**config.mk**
```make
export PLATFORM = sky130hd
export DESIGN_NAME = indexed_stack_buffer
export DESIGN_NICKNAME = d
export VERILOG_FILES = /design/src/design/isb_pkg.sv /design/src/design/isb_ram.sv /design/src/design/isb_dp.sv /design/src/design/isb_ctrl.sv /design/src/design/indexed_stack_buffer.sv
export SDC_FILE = /design/constraint.sdc
export NUM_CORES = 1
export LEC_CHECK = 0
export BUFFER_PORTS_ARGS = -buffer_cell sky130_fd_sc_hd__buf_2
export CAP_MARGIN = 15
export CORE_MARGIN = 3
export CORE_UTILIZATION = 50
export CTS_CLUSTER_DIAMETER = 150
export DETAILED_ROUTE_END_ITERATION = 10
export MAX_ROUTING_LAYER = met4
export PLACE_DENSITY = 0.69
export SYNTH_ARGS = -nofsm -noshare
export SYNTH_HDL_FRONTEND = slang
export SYNTH_SLANG_ARGS = --single-unit
```
**constraint.sdc**
```tcl
create_clock -name clock -period 5.45 [get_ports clock]
set_input_delay 0.8175 -clock clock [delete_from_list [all_inputs] [get_ports clock]]
set_output_delay 0.8175 -clock clock [all_outputs]
set_load 0.01 [all_outputs]
```
**src/design/isb_pkg.sv**
```systemverilog
// Shared constants, codes and controller/datapath interface types for the
// indexed stack buffer. No dependencies.
package isb_pkg;

   localparam int DEPTH      = 16;
   localparam int WORD_WIDTH = 32;
   localparam int ADDR_W     = $clog2(DEPTH);
   localparam int CNT_W      = $clog2(DEPTH + 1);

   // fixed field widths
   localparam int MODE_W      = 2;
   localparam int VALUE_W     = 32;
   localparam int INDEX_W     = 4;
   localparam int STATUS_W    = 3;
   localparam int COUNT_OUT_W = 5;

   // compare width: holds index, count and pointer plus two without wrap
   localparam int CMP_W = ((CNT_W > INDEX_W) ? CNT_W : INDEX_W) + 1;

   // request beat layout
   localparam int REQ_MODE_LSB  = 0;
   localparam int REQ_VALUE_LSB = REQ_MODE_LSB + MODE_W;
   localparam int REQ_INDEX_LSB = REQ_VALUE_LSB + VALUE_W;
   localparam int REQ_TDATA_W   = ((REQ_INDEX_LSB + INDEX_W + 7) / 8) * 8;

   // response beat layout
   localparam int RSP_STATUS_LSB = 0;
   localparam int RSP_WORD_LSB   = RSP_STATUS_LSB + STATUS_W;
   localparam int RSP_COUNT_LSB  = RSP_WORD_LSB + VALUE_W;
   localparam int RSP_USED_W     = RSP_COUNT_LSB + COUNT_OUT_W;
   localparam int RSP_TDATA_W    = ((RSP_USED_W + 7) / 8) * 8;

   typedef enum logic [MODE_W-1:0] {
      MODE_PUSH    = 2'd0,
      MODE_POP     = 2'd1,
      MODE_REMOVE  = 2'd2,
      MODE_REVERSE = 2'd3
   } mode_type;

   typedef enum logic [STATUS_W-1:0] {
      ST_OK    = 3'd0,
      ST_FULL  = 3'd1,
      ST_EMPTY = 3'd2,
      ST_NULL  = 3'd3,
      ST_RANGE = 3'd4
   } status_type;

   // controller -> datapath
   typedef struct packed {
      logic capture;     // latch request beat
      logic exec;        // status known, start the operation
      logic pop_take;    // capture popped word
      logic rm_take;     // capture removed word, start shift
      logic shift_step;  // move one entry down
      logic rev_low;     // write low side of a swap
      logic rev_high;    // write high side of a swap, read next pair
      logic finish;      // load response, commit count
   } cmd_type;

   // datapath -> controller
   typedef struct packed {
      mode_type mode;
      logic     ok;
      logic     short_list;
      logic     rm_more;
      logic     shift_more;
      logic     rev_more;
   } stat_type;

endpackage

```
**src/design/isb_ram.sv**
```systemverilog
// Generic RAM: one write port, two read ports with registered read data.
// No dependencies.
module isb_ram #(
   parameter int WIDTH = 32,
   parameter int DEPTH = 16
) (
   input  logic                     clock,
   input  logic                     wr_en,
   input  logic [$clog2(DEPTH)-1:0] wr_addr,
   input  logic [WIDTH-1:0]         wr_data,
   input  logic [$clog2(DEPTH)-1:0] rd_addr_a,
   output logic [WIDTH-1:0]         rd_data_a,
   input  logic [$clog2(DEPTH)-1:0] rd_addr_b,
   output logic [WIDTH-1:0]         rd_data_b
);

   logic [WIDTH-1:0] mem_ff [DEPTH];
   logic [WIDTH-1:0] rd_data_a_ff;
   logic [WIDTH-1:0] rd_data_b_ff;

   always_ff @(posedge clock) begin
      if (wr_en) begin
         mem_ff[wr_addr] <= wr_data;
      end
      rd_data_a_ff <= mem_ff[rd_addr_a];
      rd_data_b_ff <= mem_ff[rd_addr_b];
   end

   assign rd_data_a = rd_data_a_ff;
   assign rd_data_b = rd_data_b_ff;

endmodule

```
**src/design/isb_dp.sv**
```systemverilog
// Datapath: request latch, count, entry RAM addressing, shift/swap pointers
// and response register. Depends on isb_pkg and isb_ram.
module isb_dp (
   input  logic                           clock,
   input  logic                           reset,
   input  logic [isb_pkg::REQ_TDATA_W-1:0] req_tdata,
   input  isb_pkg::cmd_type               cmd,
   output isb_pkg::stat_type              stat,
   output logic [isb_pkg::RSP_TDATA_W-1:0] rsp_tdata
);

   localparam int AW  = isb_pkg::ADDR_W;
   localparam int CW  = isb_pkg::CNT_W;
   localparam int XW  = isb_pkg::CMP_W;
   localparam int WW  = isb_pkg::WORD_WIDTH;

   isb_pkg::mode_type               mode_ff, mode_in;
   logic [WW-1:0]                   value_ff, value_in;
   logic [isb_pkg::INDEX_W-1:0]     index_ff, index_in;
   logic [CW-1:0]                   count_ff, count_in;
   logic [WW-1:0]                   word_ff, word_in;
   logic [WW-1:0]                   temp_ff, temp_in;
   logic [AW-1:0]                   lo_ff, lo_in;
   logic [AW-1:0]                   hi_ff, hi_in;
   logic [isb_pkg::RSP_TDATA_W-1:0] rsp_data_ff, rsp_data_in;

   isb_pkg::status_type status;
   logic [CW-1:0]       count_next;
   logic [AW-1:0]       last_addr;
   logic [XW-1:0]       index_x, count_x, lo_x, hi_x;

   logic          wr_en;
   logic [AW-1:0] wr_addr, rd_addr_a, rd_addr_b;
   logic [WW-1:0] wr_data, rd_data_a, rd_data_b;

   isb_ram #(
      .WIDTH (WW),
      .DEPTH (isb_pkg::DEPTH)
   ) u_ram (
      .clock     (clock),
      .wr_en     (wr_en),
      .wr_addr   (wr_addr),
      .wr_data   (wr_data),
      .rd_addr_a (rd_addr_a),
      .rd_data_a (rd_data_a),
      .rd_addr_b (rd_addr_b),
      .rd_data_b (rd_data_b)
   );

   assign index_x   = XW'(index_ff);
   assign count_x   = XW'(count_ff);
   assign lo_x      = XW'(lo_ff);
   assign hi_x      = XW'(hi_ff);
   assign last_addr = AW'(count_ff - CW'(1));

   // status is stable from capture to finish: fields latched, count held
   always_comb begin
      status = isb_pkg::ST_OK;
      unique case (mode_ff)
         isb_pkg::MODE_PUSH: begin
            if (value_ff == '0) begin
               status = isb_pkg::ST_NULL;
            end else if (count_ff == CW'(isb_pkg::DEPTH)) begin
               status = isb_pkg::ST_FULL;
            end
         end
         isb_pkg::MODE_POP: begin
            if (count_ff == '0) begin
               status = isb_pkg::ST_EMPTY;
            end
         end
         isb_pkg::MODE_REMOVE: begin
            if (count_ff == '0) begin
               status = isb_pkg::ST_EMPTY;
            end else if (index_x >= count_x) begin
               status = isb_pkg::ST_RANGE;
            end
         end
         isb_pkg::MODE_REVERSE: begin
            status = isb_pkg::ST_OK;
         end
         default: begin
            status = isb_pkg::ST_OK;
         end
      endcase
   end

   always_comb begin
      count_next = count_ff;
      if (status == isb_pkg::ST_OK) begin
         case (mode_ff) inside
            isb_pkg::MODE_PUSH:                         count_next = count_ff + CW'(1);
            isb_pkg::MODE_POP, isb_pkg::MODE_REMOVE:    count_next = count_ff - CW'(1);
            default:                                    count_next = count_ff;
         endcase
      end
   end

   assign stat.mode       = mode_ff;
   assign stat.ok         = (status == isb_pkg::ST_OK);
   assign stat.short_list = (count_ff < CW'(2));
   assign stat.rm_more    = ((index_x + XW'(1)) < count_x);
   assign stat.shift_more = ((lo_x + XW'(2)) < count_x);
   assign stat.rev_more   = ((lo_x + XW'(2)) < hi_x);

   always_comb begin
      mode_in     = mode_ff;
      value_in    = value_ff;
      index_in    = index_ff;
      count_in    = count_ff;
      word_in     = word_ff;
      temp_in     = temp_ff;
      lo_in       = lo_ff;
      hi_in       = hi_ff;
      rsp_data_in = rsp_data_ff;
      wr_en       = 1'b0;
      wr_addr     = lo_ff;
      wr_data     = rd_data_b;
      rd_addr_a   = lo_ff;
      rd_addr_b   = hi_ff;

      if (cmd.capture) begin
         mode_in  = isb_pkg::mode_type'(req_tdata[isb_pkg::REQ_MODE_LSB +: isb_pkg::MODE_W]);
         value_in = WW'(req_tdata[isb_pkg::REQ_VALUE_LSB +: isb_pkg::VALUE_W]);
         index_in = req_tdata[isb_pkg::REQ_INDEX_LSB +: isb_pkg::INDEX_W];
         word_in  = '0;
      end

      if (cmd.exec) begin
         case (mode_ff)
            isb_pkg::MODE_PUSH: begin
               wr_en   = stat.ok;
               wr_addr = AW'(count_ff);
               wr_data = value_ff;
            end
            isb_pkg::MODE_POP: begin
               rd_addr_a = last_addr;
            end
            isb_pkg::MODE_REMOVE: begin
               rd_addr_a = AW'(index_ff);
            end
            default: begin
               rd_addr_a = '0;
               rd_addr_b = last_addr;
               lo_in     = '0;
               hi_in     = last_addr;
            end
         endcase
      end

      if (cmd.pop_take) begin
         word_in = rd_data_a;
      end

      // fetch the entry above the hole; the shift writes it one place down
      if (cmd.rm_take) begin
         word_in   = rd_data_a;
         lo_in     = AW'(index_ff);
         rd_addr_a = AW'(index_x + XW'(1));
      end

      if (cmd.shift_step) begin
         wr_en     = 1'b1;
         wr_addr   = lo_ff;
         wr_data   = rd_data_a;
         rd_addr_a = AW'(lo_x + XW'(2));
         lo_in     = lo_ff + AW'(1);
      end

      if (cmd.rev_low) begin
         wr_en   = 1'b1;
         wr_addr = lo_ff;
         wr_data = rd_data_b;
         temp_in = rd_data_a;
      end

      // next pair is read while the high side is written
      if (cmd.rev_high) begin
         wr_en     = 1'b1;
         wr_addr   = hi_ff;
         wr_data   = temp_ff;
         rd_addr_a = lo_ff + AW'(1);
         rd_addr_b = hi_ff - AW'(1);
         lo_in     = lo_ff + AW'(1);
         hi_in     = hi_ff - AW'(1);
      end

      if (cmd.finish) begin
         count_in    = count_next;
         rsp_data_in = '0;
         rsp_data_in[isb_pkg::RSP_STATUS_LSB +: isb_pkg::STATUS_W] = status;
         rsp_data_in[isb_pkg::RSP_WORD_LSB +: isb_pkg::VALUE_W] =
            isb_pkg::VALUE_W'(word_ff);
         rsp_data_in[isb_pkg::RSP_COUNT_LSB +: isb_pkg::COUNT_OUT_W] =
            isb_pkg::COUNT_OUT_W'(count_next);
      end
   end

   always_ff @(posedge clock) begin
      if (reset) begin
         count_ff <= '0;
      end else begin
         count_ff <= count_in;
      end
   end

   always_ff @(posedge clock) begin
      mode_ff     <= mode_in;
      value_ff    <= value_in;
      index_ff    <= index_in;
      word_ff     <= word_in;
      temp_ff     <= temp_in;
      lo_ff       <= lo_in;
      hi_ff       <= hi_in;
      rsp_data_ff <= rsp_data_in;
   end

   assign rsp_tdata = rsp_data_ff;

endmodule

```
**src/design/isb_ctrl.sv**
```systemverilog
// Controller: one-hot sequencer for the four operations and the response
// valid flag. Depends on isb_pkg.
module isb_ctrl (
   input  logic              clock,
   input  logic              reset,
   input  logic              req_tvalid,
   output logic              req_tready,
   output logic              rsp_tvalid,
   input  logic              rsp_tready,
   input  isb_pkg::stat_type stat,
   output isb_pkg::cmd_type  cmd
);

   typedef enum logic [7:0] {
      S_IDLE     = 8'b0000_0001,
      S_EXEC     = 8'b0000_0010,
      S_POP_WAIT = 8'b0000_0100,
      S_RM_WORD  = 8'b0000_1000,
      S_SHIFT    = 8'b0001_0000,
      S_REV_LOW  = 8'b0010_0000,
      S_REV_HIGH = 8'b0100_0000,
      S_FINISH   = 8'b1000_0000
   } state_type;

   state_type state_ff, state_in;
   logic      rsp_valid_ff, rsp_valid_in;
   logic      out_free;

   assign out_free   = !rsp_valid_ff || rsp_tready;
   assign req_tready = (state_ff == S_IDLE);
   assign rsp_tvalid = rsp_valid_ff;

   always_comb begin
      state_in     = state_ff;
      rsp_valid_in = rsp_valid_ff && !rsp_tready;
      cmd          = '0;

      unique case (state_ff)
         S_IDLE: begin
            if (req_tvalid) begin
               cmd.capture = 1'b1;
               state_in    = S_EXEC;
            end
         end
         S_EXEC: begin
            cmd.exec = 1'b1;
            if (!stat.ok) begin
               state_in = S_FINISH;
            end else begin
               unique case (stat.mode)
                  isb_pkg::MODE_PUSH:   state_in = S_FINISH;
                  isb_pkg::MODE_POP:    state_in = S_POP_WAIT;
                  isb_pkg::MODE_REMOVE: state_in = S_RM_WORD;
                  default:              state_in = stat.short_list ? S_FINISH : S_REV_LOW;
               endcase
            end
         end
         S_POP_WAIT: begin
            cmd.pop_take = 1'b1;
            state_in     = S_FINISH;
         end
         S_RM_WORD: begin
            cmd.rm_take = 1'b1;
            state_in    = stat.rm_more ? S_SHIFT : S_FINISH;
         end
         S_SHIFT: begin
            cmd.shift_step = 1'b1;
            state_in       = stat.shift_more ? S_SHIFT : S_FINISH;
         end
         S_REV_LOW: begin
            cmd.rev_low = 1'b1;
            state_in    = S_REV_HIGH;
         end
         S_REV_HIGH: begin
            cmd.rev_high = 1'b1;
            state_in     = stat.rev_more ? S_REV_LOW : S_FINISH;
         end
         S_FINISH: begin
            // hold until the output register is free or being drained
            if (out_free) begin
               cmd.finish   = 1'b1;
               rsp_valid_in = 1'b1;
               state_in     = S_IDLE;
            end
         end
         default: begin
            state_in = S_IDLE;
         end
      endcase
   end

   always_ff @(posedge clock) begin
      if (reset) begin
         state_ff     <= S_IDLE;
         rsp_valid_ff <= 1'b0;
      end else begin
         state_ff     <= state_in;
         rsp_valid_ff <= rsp_valid_in;
      end
   end

endmodule

```
**src/design/indexed_stack_buffer.sv**
```systemverilog
// Top level of the indexed stack buffer: controller plus datapath.
// Depends on isb_pkg, isb_ctrl, isb_dp (and isb_ram through isb_dp).
//
//  channel | dir | beat contents (low bit up)
//  --------+-----+-----------------------------------------------------
//  req     | in  | mode[1:0], value[33:2], index[37:34], zero [39:38]
//  rsp     | out | status[2:0], word_out[34:3], count_now[39:35]
//
// One request at a time. After the accept come exec, then a read wait for pop,
// a read and a shift step per entry above the index for remove, or a low and
// a high write per swapped pair for reverse, then finish, which loads the
// response; the single RAM write port sets how long remove and reverse take.
// The next request is taken the cycle after the response is loaded, even
// while it waits on rsp_tready. A stalled response holds the sequencer in its
// last step. Reset clears the count; entry contents are not cleared.
module indexed_stack_buffer (
   input  logic                            clock,
   input  logic                            reset,
   input  logic                            req_tvalid,
   output logic                            req_tready,
   // mode[1:0], value[33:2], index[37:34], zero pad
   input  logic [isb_pkg::REQ_TDATA_W-1:0] req_tdata,
   output logic                            rsp_tvalid,
   input  logic                            rsp_tready,
   // status[2:0], word_out[34:3], count_now[39:35]
   output logic [isb_pkg::RSP_TDATA_W-1:0] rsp_tdata
);

   isb_pkg::cmd_type  cmd;
   isb_pkg::stat_type stat;

   isb_ctrl u_ctrl (
      .clock      (clock),
      .reset      (reset),
      .req_tvalid (req_tvalid),
      .req_tready (req_tready),
      .rsp_tvalid (rsp_tvalid),
      .rsp_tready (rsp_tready),
      .stat       (stat),
      .cmd        (cmd)
   );

   isb_dp u_dp (
      .clock     (clock),
      .reset     (reset),
      .req_tdata (req_tdata),
      .cmd       (cmd),
      .stat      (stat),
      .rsp_tdata (rsp_tdata)
   );

endmodule

```
==> key figures <==
Status
  • Result of the run: completed

GRT
  • GRT Overall Usage: 28.18%
  • Initial antenna violation count: 2
  • Vias in the first global route: 21730
  • GRT overflow: 0
  • Largest net degree at the start of global routing: 150
  • First-pass GRT wire length: 137300 um

Power
  • Switching portion of total power: 26.94%
  • Clock Power Share: 32.7%
  • Reported leakage power: 12.46 nW
  • VDD IR-drop max: 0.2692 mV
  • Total Power Consumption: 14.98 mW
  • Total power divided by cell area: 408.3 mW/mm^2
  • Comb power frac: 20.0%
  • Net Switching: 4.037 mW
  • Share of total power in sequential cells: 47.3%
  • Internal power component: 10.95 mW

Min path
  • Hold EP: u_dp.value_ff[22]
  • Hold WC Path Type: primary input to register
  • Worst Hold Depth: 1
  • Hold_sp: req_tdata[24]

Logic synthesis
  • Post-Syn Instances: 2508
  • Commonest cells in the synthesized netlist: 658 x sky130_fd_sc_hd__edfxtp_1, 444 x sky130_fd_sc_hd__nor2_1, 355 x sky130_fd_sc_hd__nand2_1, 128 x sky130_fd_sc_hd__mux4_2, 97 x sky130_fd_sc_hd__a22oi_1
  • Cell accounting for the most synthesized area: sky130_fd_sc_hd__edfxtp_1
  • Post-synth top flop: sky130_fd_sc_hd__edfxtp_1
  • Number of distinct library cells after synthesis: 73
  • Summed instance area of the synthesized netlist: 0.03267 mm^2
  • Number of synthesis warnings: 0
  • Avg Synthesized Cell Area: 13.03 um^2
  • Net count after synthesis: 2581
  • Asr flop ratio synth: 0%
  • Flops & latches, synth: 740
  • Cell types with the largest area share after synthesis: sky130_fd_sc_hd__edfxtp_1 60%, sky130_fd_sc_hd__mux4_2 8.8%, sky130_fd_sc_hd__nor2_1 5.1%, sky130_fd_sc_hd__dfxtp_1 5.0%, sky130_fd_sc_hd__nand2_1 4.1%
  • Sequential element share of the synthesized area: 65.51%
  • Cell with the most instances after synthesis: sky130_fd_sc_hd__edfxtp_1
  • EDFF count, synth: 658
  • Share of Yosys cell area claimed by the top area cell type: 60.48%

STA
  • Transition time at the pin with the least slew margin: 1.207 ns
  • Tmin final: 4.497 ns
  • Skew final: 0.02395 ns
  • Number of failing setup endpoints in the final timing report: 0
  • Unrepaired setup endpoints after global routing: false
  • Number of pins exceeding their max-slew limit in the final report: 0
  • Hold Fails Final Rpt: 0
  • Least setup slack across all paths after layout: 0.9529 ns
  • Relative slew slack: 19.18%
  • Post-route clock period utilization: 82.52%
  • Upper clock frequency limit: 222.4 MHz

Floorplan
  • Die X-Extent: 261.6 um
  • Row count: 93
  • Height of the chip: 261.6 um
  • Ports placed on the boundary: 86
  • Core area: 0.06458 mm^2
  • Initial Utilization: 50.59%
  • Die footprint: 0.06844 mm^2

Clocking
  • Post-CTS Hold Buffers: 0
  • Htree depth: 3
  • CTS tree: done
  • Worst-path clk slew: 0.06 ns
  • Setup bufs post-CTS: 0
  • Num CTS Buffers: 76
  • Root cell of the clock tree: sky130_fd_sc_hd__clkbuf_16
  • Clk sink count: 740
  • Clock latency reported for the late side of the worst-skew pair: 0.61 ns
  • Clk buf depth: 3
  • Number of gates resized after cts: 0

Setup path
  • Category of the critical setup timing path: register to register
  • Worst endpoint data arrival time: 4.74 ns
  • Worst R2R Start: u_ctrl.state_ff[4]
  • Category of the worst setup path launch point: register
  • Cell count of the worst reg-to-reg path: 8
  • Worst Setup End Kind: register
  • Worst path required time: 5.69 ns
  • Highest fanout seen on the critical path: 20
  • Terminus of the critical flop-to-flop path: u_dp.u_ram.mem_ff[9][11]
  • Reg-to-reg setup timing slack: 0.95 ns

Route
  • Via count: 22640
  • Average wire per standard cell: 27.15 um
  • Routed WL: 94990 um
  • Number of nets still failing antenna checks after routing: 0
  • Detailed-routing iteration count for the pre-antenna-repair pass: 6
  • DRC: 0
  • Via density per instance: 6.471
  • Detailed Route Iter0 Violations: 3112

Place
  • Half-perimeter wire length of the detailed placement result: 51730 um
  • Placed cell area: 0.03418 mm^2
  • Number of I/O port buffers: 83
  • Global placer's final weighted congestion: 0.9240
  • Setup Slack @ Placement: 0.9665 ns

Layout
  • Layout cells sized above 1: 17.03%
  • Number of nets in the layout: 2656
  • Final design area excluding fillers: 0.03670 mm^2
  • Area growth from synthesis to layout: 12.32%
  • Area taken by multi-input logic gates: 0.01068 mm^2
  • Register cell area after layout: 0.02140 mm^2
  • Filler cell count: 5052

Run
  • Number of max-capacitance violations reported: 0
[critical path, stage by stage (launching register included)]
cell	delay [ns]
sky130_fd_sc_hd__dfxtp_1	0.42
sky130_fd_sc_hd__nor4_4	0.53
sky130_fd_sc_hd__nand3_1	0.29
sky130_fd_sc_hd__nor2_4	0.46
sky130_fd_sc_hd__mux2i_1	0.14
sky130_fd_sc_hd__a21oi_1	0.65
sky130_fd_sc_hd__nor3b_1	0.45
sky130_fd_sc_hd__nor2b_4	0.64
sky130_fd_sc_hd__buf_4	0.54
[kinds of logic after synthesis]
kind of cell / Yosys count / share of synthesized area (%)
buffers and inverters: 190 / 2.547
adders and majority gates: 29 / 1.111
xor gates and xnor gates: 15 / 0.4022
and+or+nand+nor: 1088 / 14.53
AOI/OAI and AO/OA: 306 / 6.706
muxes: 140 / 9.200
DFF: 740 / 65.51
[metal layers]
layer | vias up | track usage, % | wire, um
li1 | 9575 | - | -
met1 | 11100 | 36.71 | 35010
met2 | 1653 | 43.09 | 43960
met3 | 312 | 5.724 | 11620
met4 | 0 | 12.73 | 4400
met5 | - | - | 0
[how the worst max path moves through the flow]
stage               cells past startpoint                  endpoint               start  slack [ns]
finish                                  8  u_dp.u_ram.mem_ff[9][11]  u_ctrl.state_ff[4]        0.95
global route                            8  u_dp.u_ram.mem_ff[9][17]  u_ctrl.state_ff[4]        0.68
CTS                                     8  u_dp.u_ram.mem_ff[9][17]  u_ctrl.state_ff[4]        0.97
detailed placement                      8   u_dp.u_ram.mem_ff[9][6]  u_ctrl.state_ff[4]        0.97
global placement                        8   u_dp.u_ram.mem_ff[9][6]  u_ctrl.state_ff[4]        1.08
floorplan                               8  u_dp.u_ram.mem_ff[12][0]  u_ctrl.state_ff[4]       -0.08
[registers in the layout, indices dropped and copies added, names as in the netlist, 5 cells and up]
name	count
u_dp.u_ram.mem_ff	512
u_dp.rsp_tdata	40
u_dp.temp_ff	32
u_dp.u_ram.rd_data_a	32
u_dp.u_ram.rd_data_b	32
u_dp.value_ff	32
u_dp.word_ff	32
u_ctrl.state_ff	8
u_dp.count_ff	5
[layout make-up]
type	instances	share of cell area [%]
flip-flops and latches	740	58.32
diodes	1	0.006819
well taps	855	2.915
inverters	20	0.2046
clock buffers	107	5.670
clock inverters	31	0.6240
multi-input cells	1578	29.11
repair buffers	167	3.151
[metrics by stage]
step                hold WS (ns)  cells  setup TNS [ns]  util (%)
floorplan                 0.4003   2508          -5.381         -
global placement          0.4027   3332               0     52.91
detailed placement        0.4045   3333               0     52.92
CTS                       0.3523   3471               0     56.50
global route              0.3681   3499               0     56.82
finish                    0.3777   3499               0     56.82
[power groups by stage]
stage	clock, mW	combinational, mW	sequential, mW
after floorplan	0	2.00	7.16
after global placement	0	2.71	7.22
after detailed placement	0	2.80	7.23
after CTS	4.97	2.80	7.11
after global routing	5.20	3.18	7.10
final	4.90	3.00	7.09
[cells in the final DEF, fill, tap and decap left out, types with 14 or more instances in the layout]
| cell | Yosys | final |
|---|---|---|
| sky130_fd_sc_hd__o21ai_1 | 14 | 14 |
| sky130_fd_sc_hd__edfxtp_1 | 658 | 658 |
| sky130_fd_sc_hd__o2111ai_1 | 32 | 32 |
| sky130_fd_sc_hd__buf_4 | 2 | 69 |
| sky130_fd_sc_hd__inv_1 | 20 | 18 |
| sky130_fd_sc_hd__o21ai_0 | 32 | 32 |
| sky130_fd_sc_hd__a21oi_1 | 15 | 14 |
| sky130_fd_sc_hd__a22oi_1 | 97 | 97 |
| sky130_fd_sc_hd__ha_1 | 29 | 29 |
| sky130_fd_sc_hd__mux4_2 | 128 | 128 |
| sky130_fd_sc_hd__nand2_1 | 355 | 354 |
| sky130_fd_sc_hd__clkbuf_16 | 0 | 78 |
| sky130_fd_sc_hd__buf_2 | 65 | 84 |
| sky130_fd_sc_hd__nor3_1 | 36 | 36 |
| sky130_fd_sc_hd__a31oi_1 | 37 | 36 |
| sky130_fd_sc_hd__nand4_1 | 65 | 65 |
| sky130_fd_sc_hd__nand3_1 | 82 | 80 |
| sky130_fd_sc_hd__and2_1 | 36 | 35 |
| sky130_fd_sc_hd__dfxtp_1 | 82 | 82 |
| sky130_fd_sc_hd__o22ai_1 | 32 | 32 |
| sky130_fd_sc_hd__clkbuf_1 | 86 | 27 |
| sky130_fd_sc_hd__nor2_1 | 444 | 431 |
Power figures use the tool's default switching activity.
